==> src/rtl/mqttdf_pkg.sv <==
// Package with shared types and constants for the MQTT packet deframer.
`default_nettype none

package mqttdf_pkg;

    localparam int MAX_LEN_BYTES_DEF = 4;
    localparam int GROUP_W           = 7;
    localparam int BYTE_W            = 8;
    localparam int NIBBLE_W          = 4;
    localparam int TDATA_W           = 16;

    typedef enum logic [1:0] {
        PH_TYPE = 2'd0,
        PH_LEN  = 2'd1,
        PH_DATA = 2'd2,
        PH_HALT = 2'd3
    } phase_t;

    typedef enum logic [1:0] {
        KIND_DATA  = 2'd0,
        KIND_EMPTY = 2'd1,
        KIND_ERROR = 2'd2
    } kind_t;

    typedef struct packed {
        kind_t                 kind;
        logic [NIBBLE_W-1:0]   packet_type;
        logic [NIBBLE_W-1:0]   header_flags;
        logic [BYTE_W-1:0]     payload_byte;
        logic                  last_of_packet;
    } result_t;

endpackage

`default_nettype wire

==> src/rtl/mqttdf_parser.sv <==
// Fixed-header parser state machine: one received byte per step, at most one result.
`default_nettype none

module mqttdf_parser
    import mqttdf_pkg::*;
#(
    parameter int MAX_LENGTH_BYTES = MAX_LEN_BYTES_DEF
)
(
    input  wire logic              clk,
    input  wire logic              rst_n,
    input  wire logic              step,
    input  wire logic [BYTE_W-1:0] data_byte,
    output logic                   res_valid,
    output result_t                res
);

    localparam int LEN_W = GROUP_W * MAX_LENGTH_BYTES;
    localparam int CNT_W = $clog2(MAX_LENGTH_BYTES + 1);

    phase_t               phase_reg, phase_next;
    logic [NIBBLE_W-1:0]  type_reg, type_next;
    logic [NIBBLE_W-1:0]  flags_reg, flags_next;
    logic [LEN_W-1:0]     sum_reg, sum_next;
    logic [CNT_W-1:0]     seen_reg, seen_next;
    logic [LEN_W-1:0]     left_reg, left_next;

    logic [LEN_W-1:0]     sum_acc;
    logic [CNT_W-1:0]     seen_inc;
    logic                 more_len;
    logic                 len_overflow;
    logic                 last_data;

    assign sum_acc      = sum_reg + (LEN_W'(data_byte[GROUP_W-1:0]) << (seen_reg * GROUP_W));
    assign seen_inc     = seen_reg + CNT_W'(1);
    assign more_len     = data_byte[BYTE_W-1];
    assign len_overflow = more_len && (seen_inc >= CNT_W'(MAX_LENGTH_BYTES));
    assign last_data    = (left_reg <= LEN_W'(1));

    always_comb
    begin
        phase_next = phase_reg;
        type_next  = type_reg;
        flags_next = flags_reg;
        sum_next   = sum_reg;
        seen_next  = seen_reg;
        left_next  = left_reg;
        if (step)
        begin
            unique case (phase_reg)
                PH_TYPE:
                begin
                    type_next  = data_byte[BYTE_W-1:NIBBLE_W];
                    flags_next = data_byte[NIBBLE_W-1:0];
                    sum_next   = '0;
                    seen_next  = '0;
                    left_next  = '0;
                    phase_next = PH_LEN;
                end
                PH_LEN:
                begin
                    sum_next  = sum_acc;
                    seen_next = seen_inc;
                    if (more_len)
                    begin
                        if (len_overflow)
                        begin
                            phase_next = PH_HALT;
                        end
                    end
                    else
                    begin
                        seen_next = '0;
                        if (sum_acc == '0)
                        begin
                            phase_next = PH_TYPE;
                        end
                        else
                        begin
                            left_next  = sum_acc;
                            phase_next = PH_DATA;
                        end
                    end
                end
                PH_DATA:
                begin
                    if (last_data)
                    begin
                        left_next  = '0;
                        phase_next = PH_TYPE;
                    end
                    else
                    begin
                        left_next = left_reg - LEN_W'(1);
                    end
                end
                PH_HALT:
                begin
                    phase_next = PH_HALT;
                end
                default:
                begin
                    phase_next = PH_HALT;
                end
            endcase
        end
    end

    always_comb
    begin
        res_valid          = 1'b0;
        res.kind           = KIND_DATA;
        res.packet_type    = type_reg;
        res.header_flags   = flags_reg;
        res.payload_byte   = '0;
        res.last_of_packet = 1'b0;
        unique case (phase_reg)
            PH_LEN:
            begin
                if (len_overflow)
                begin
                    res_valid          = step;
                    res.kind           = KIND_ERROR;
                    res.last_of_packet = 1'b1;
                end
                else if (!more_len && (sum_acc == '0))
                begin
                    res_valid          = step;
                    res.kind           = KIND_EMPTY;
                    res.last_of_packet = 1'b1;
                end
            end
            PH_DATA:
            begin
                res_valid          = step;
                res.kind           = KIND_DATA;
                res.payload_byte   = data_byte;
                res.last_of_packet = last_data;
            end
            PH_TYPE, PH_HALT:
            begin
                res_valid = 1'b0;
            end
            default:
            begin
                res_valid = 1'b0;
            end
        endcase
    end

    always_ff @(posedge clk or negedge rst_n)
    begin
        if (!rst_n)
        begin
            phase_reg <= PH_TYPE;
            type_reg  <= '0;
            flags_reg <= '0;
            sum_reg   <= '0;
            seen_reg  <= '0;
            left_reg  <= '0;
        end
        else
        begin
            phase_reg <= phase_next;
            type_reg  <= type_next;
            flags_reg <= flags_next;
            sum_reg   <= sum_next;
            seen_reg  <= seen_next;
            left_reg  <= left_next;
        end
    end

endmodule

`default_nettype wire

==> src/rtl/mqtt_packet_deframer_top.sv <==
// Top level of the MQTT packet deframer with input and result registers.
//
// The slave stream carries the received byte stream, one byte per transfer.
// The master stream carries one transfer per payload byte, one per packet with
// a zero remaining length, and one for a malformed remaining length.
// A transfer is accepted on the slave side into an input register; when the
// output register is empty or being taken, the parser updates its state from
// that byte and writes any result into the output register, from which it
// shows on the master side.
// One byte is taken every cycle while results are drained.
// The pace is set by the output register: when the receiver stalls with a
// result held, the input register keeps its byte and tready falls once that
// register is full, so no transfer is lost or repeated.
// After a fourth length byte that still has its continuation bit set the
// block gives one error transfer and then discards all input until reset.
// Reset clears the parser to wait for a type byte and empties both registers.
`default_nettype none

module mqtt_packet_deframer_top
    import mqttdf_pkg::*;
#(
    parameter int MAX_LENGTH_BYTES = MAX_LEN_BYTES_DEF
)
(
    input  wire logic               clk,
    input  wire logic               rst_n,
    input  wire logic               s_tvalid,
    output logic                    s_tready,
    input  wire logic [BYTE_W-1:0]  s_tdata,   // [7:0] data_byte
    output logic                    m_tvalid,
    input  wire logic               m_tready,
    output logic [TDATA_W-1:0]      m_tdata,   // [3:0] packet_type, [7:4] header_flags,
                                               // [15:8] payload_byte
    output logic [1:0]              m_tuser,   // [1:0] kind
    output logic                    m_tlast    // last_of_packet
);

    logic              in_valid_reg, in_valid_next;
    logic [BYTE_W-1:0] in_byte_reg;
    logic              out_valid_reg, out_valid_next;
    result_t           out_res_reg;

    logic              stage_go;
    logic              step;
    logic              res_valid;
    result_t           res;

    assign stage_go = !out_valid_reg || m_tready;
    assign step     = in_valid_reg && stage_go;
    assign s_tready = !in_valid_reg || stage_go;

    mqttdf_parser #(
        .MAX_LENGTH_BYTES (MAX_LENGTH_BYTES)
    ) u_parser (
        .clk       (clk),
        .rst_n     (rst_n),
        .step      (step),
        .data_byte (in_byte_reg),
        .res_valid (res_valid),
        .res       (res)
    );

    always_comb
    begin
        in_valid_next = in_valid_reg;
        if (s_tready)
        begin
            in_valid_next = s_tvalid;
        end
        out_valid_next = out_valid_reg;
        if (stage_go)
        begin
            out_valid_next = res_valid;
        end
    end

    always_ff @(posedge clk or negedge rst_n)
    begin
        if (!rst_n)
        begin
            in_valid_reg  <= 1'b0;
            out_valid_reg <= 1'b0;
        end
        else
        begin
            in_valid_reg  <= in_valid_next;
            out_valid_reg <= out_valid_next;
        end
    end

    always_ff @(posedge clk)
    begin
        if (s_tready && s_tvalid)
        begin
            in_byte_reg <= s_tdata;
        end
        if (stage_go && res_valid)
        begin
            out_res_reg <= res;
        end
    end

    assign m_tvalid = out_valid_reg;
    assign m_tdata  = {out_res_reg.payload_byte, out_res_reg.header_flags,
                       out_res_reg.packet_type};
    assign m_tuser  = out_res_reg.kind;
    assign m_tlast  = out_res_reg.last_of_packet;

endmodule

`default_nettype wire

==> config.mk <==
export PLATFORM = sky130hd
export DESIGN_NAME = mqtt_packet_deframer_top
export DESIGN_NICKNAME = d
export VERILOG_FILES = /design/src/rtl/mqttdf_pkg.sv /design/src/rtl/mqttdf_parser.sv /design/src/rtl/mqtt_packet_deframer_top.sv
export SDC_FILE = /design/constraint.sdc
export NUM_CORES = 1
export LEC_CHECK = 0
export ABC_AREA = 0
export BUFFER_PORTS_ARGS = -buffer_cell sky130_fd_sc_hd__buf_2
export CAP_MARGIN = 25
export CORE_MARGIN = 2
export CORE_UTILIZATION = 60
export CTS_BUF_LIST = sky130_fd_sc_hd__clkbuf_16
export CTS_CLUSTER_DIAMETER = 40
export DETAILED_ROUTE_END_ITERATION = 8
export GPL_TIMING_DRIVEN = 1
export PLACE_DENSITY = 0.78
export SYNTH_ARGS = -nofsm -noshare
export SYNTH_HDL_FRONTEND = slang
export SYNTH_SLANG_ARGS = --single-unit
==> constraint.sdc <==
create_clock -name clk -period 6.2 [get_ports clk]
set_input_delay 0.62 -clock clk [delete_from_list [all_inputs] [get_ports clk]]
set_output_delay 0.62 -clock clk [all_outputs]
set_load 0.005 [all_outputs]
==> flow_metrics.tcl <==
set metrics [dict create \
    first_global_vias 5756 \
    synthDistinctLibCells 79 \
    crit_arrival_ns 5.39 \
    hpwl_um 13900 \
    grtUsageTotal_pct 34.6 \
    whs_ns 0.433 \
    synth_flop_cell "dfrtp_1" \
    syn_area_mm2 0.00659 \
    worstPathRequired_ns 6.39 \
    clkSinkCount 98 \
    drc 0 \
    max_stage_delay_ns 0.69 \
    critPathSlowestCell "nand3_1" \
    drv_slew 0 \
    clkLatencyLatePin_ns 0.36 \
    fp.coreArea_mm2 0.0108 \
    syn-num-nets 797 \
    cp.buffers_inverters 0 \
    cp_cell_sequence "nor3b_1, and2_1, ha_1, a21oi_1, o211ai_1, and2_1, or3_1, a2111oi_0, o211ai_1, nor4_1, nand3_1, nand3_1, o21ai_0" \
    power.density_mw_per_mm2 494 \
    fmaxAchievable_mhz 192 \
    rows 38 \
    hold_viol_final 0 \
    vdd_drop_max_v 0.000479 \
    p_leak_nw 3.07 \
    ys_seq_area_share_pct 39.3 \
    fin_crit_ns 5.20 \
    htreeDepth 3 \
    finalSetupTns_ns 0 \
    ctsResizeCount 0 \
    vias 6032 \
    cp_top_family "simple AND/OR/NAND/NOR gates" \
    regArea_mm2 0.00259 \
    fin_nets 813 \
    synth_warnings 0 \
    cts_buffers 9 \
    io_pins 33 \
    postRouteAntennaNets 0 \
    grt_pass1_wl_um 30900 \
    grt_max_degree 72 \
    chipHeight_um 109 \
    die-area_mm2 0.0118 \
    criticalPathCategory "reg2reg" \
    grt_overflow 0 \
    status "finished clean" \
    area_growth_pct 8.90 \
    diodes 0 \
    async_flop_share_pct 72.4 \
    slew_headroom_pct 30.3 \
    dieWidth_um 109 \
    grt_antenna_before_repair 0 \
    cts_post_setup_buffers_inserted 0 \
    start_util_pct 61.1 \
    cts_tree "done" \
    crit_fanout 25 \
    cts.reportedPaths.clkPinSlew_ns 0.07 \
    cts-root-buf "clkbuf_16" \
    end_kind "flip-flop" \
    rsz0062_at_grt "false" \
    worstSetupStartpointType "flip-flop" \
    viasPerCell 6.62 \
    hp-class "in2reg" \
    synth_edf_count 27 \
    drt-pass1-iter-count 7 \
    post_drt_wl_per_cell_um 21.3 \
    setup-violations-final 0 \
    netlist_instances 750 \
    drv_cap 0 \
    worst_pin_slew_ns 1.03 \
    hold_buffers 0 \
    fin_skew_ns 0.00735 \
    io_buffer_count 32 \
    fillerInstances 890 \
    routed_wl_um 19400 \
    drive_above_1_share_pct 10.5 \
    clockBufferDepth 2 \
    place_congestion 1.03 \
    multi_input_area_mm2 0.00381 \
    fin_crit_sh_pct 83.8 \
    drt_first_iter_violations 496 \
    synth-seq-cells 98 \
    syn_avg_cell_area_um2 8.79 \
]
[report_power, final]
part	internal (mW)	switching (mW)
clock network	0.359	0.274
registers	0.855	0.146
logic	0.673	1.24
[synth_stat cells, types with 8 or more instances]
cell type / n / area [µm²]
nor2_1: 35 / 131
a21oi_1: 42 / 210
nor3_1: 20 / 100
o21ai_0: 99 / 495
inv_1: 13 / 48.8
dfrtp_1: 71 / 1780
nand3_1: 15 / 75.1
ha_1: 34 / 425
nand2_1: 112 / 420
nor4_1: 11 / 68.8
edfxtp_1: 27 / 811
clkbuf_1: 29 / 109
mux2_2: 9 / 101
and2_1: 41 / 257
a21o_1: 11 / 82.6
xor2_1: 8 / 70.1
xnor2_1: 12 / 105
o21a_1: 8 / 60.1
o211ai_1: 9 / 67.6
[layout make-up]
cell class	instances	share of cell area [%]
clock buffer	9	3.14
tap	140	2.44
inverter	13	0.680
timing repair buffer	41	3.17
multi-input combinational	603	53.1
sequential	98	36.1
clock inverter	7	1.39
[worst reg2reg max path, stage by stage, from the launching register on]
cell,delay (ns)
dfrtp_1,0.46
nor3b_1,0.61
and2_1,0.22
ha_1,0.31
a21oi_1,0.30
o211ai_1,0.15
and2_1,0.19
or3_1,0.34
a2111oi_0,0.50
o211ai_1,0.20
nor4_1,0.61
nand3_1,0.22
nand3_1,0.69
o21ai_0,0.23
[stage by stage]
step	instance area [µm²]	total power [mW]	cells	setup slack, ns	util, %
after global placement	6840	2.81	894	1.31	63.4
final	7180	3.55	911	1.00	66.5
after floorplan	6590	2.33	750	1.61	-
after detailed placement	6850	2.86	895	1.22	63.5
after CTS	7180	3.49	911	1.15	66.5
after global routing	7180	3.78	911	0.614	66.5
[worst paths after layout]
kind                                             startpoint                           endpoint  slack (ns)  cells past startpoint
hold / removal                                   s_tdata[2]           in_byte_reg[2]$_DFFE_PP_        0.43                      1
setup / recovery           u_parser.seen_reg[2]$_DFFE_PN0P_   u_parser.left_reg[9]$_DFFE_PN0P_        1.00                     13
min in group asynchronous                             rst_n   u_parser.left_reg[6]$_DFFE_PN0P_        0.48                      2
setup reg to reg           u_parser.seen_reg[2]$_DFFE_PN0P_   u_parser.left_reg[9]$_DFFE_PN0P_        1.00                     13
hold reg to reg            u_parser.type_reg[2]$_DFFE_PN0P_               m_tdata[2]$_DFFE_PP_        0.45                      0
max in group asynchronous                             rst_n  u_parser.flags_reg[1]$_DFFE_PN0P_        5.12                      2
[per-layer routing]
| metal | up-vias | GRT usage, % | part of all wire [%] |
|---|---|---|---|
| li1 | 2804 | - | - |
| met1 | 2884 | 48.8 | 43 |
| met4 | 0 | 9.52 | 2.3 |
| met3 | 47 | 5.80 | 8.3 |
| met5 | - | 0 | 0 |
| met2 | 297 | 55.1 | 46 |
[layout by cell type (no fill, tap or decap), types with 8 or more instances in the layout]
cell type  Yosys  layout
o21a_1         8       8
mux2_2         9       9
edfxtp_1      27      27
inv_1         13      13
and2_1        41      41
a21o_1        11      11
o21ai_0       99      98
nor3_1        20      20
nor2_1        35      35
buf_2          4      32
xnor2_1       12      12
nand3_1       15      15
nor4_1        11      11
dfrtp_1       71      71
a21oi_1       42      42
nand2_1      112     112
clkbuf_16      0       9
buf_4          1       9
xor2_1         8       8
ha_1          34      34
o211ai_1       9       9
[cell families after synthesis]
group | Yosys count | synth area share [%]
xor gates and xnor gates | 20 | 2.66
adders and majority gates | 35 | 6.76
buffers and inverters | 49 | 2.94
AOI/OAI and AO/OA | 250 | 24.9
and+or+nand+nor | 287 | 21.6
DFF | 98 | 39.3
muxes | 11 | 1.84
Note: power is estimated with default switching activity, not from simulation.
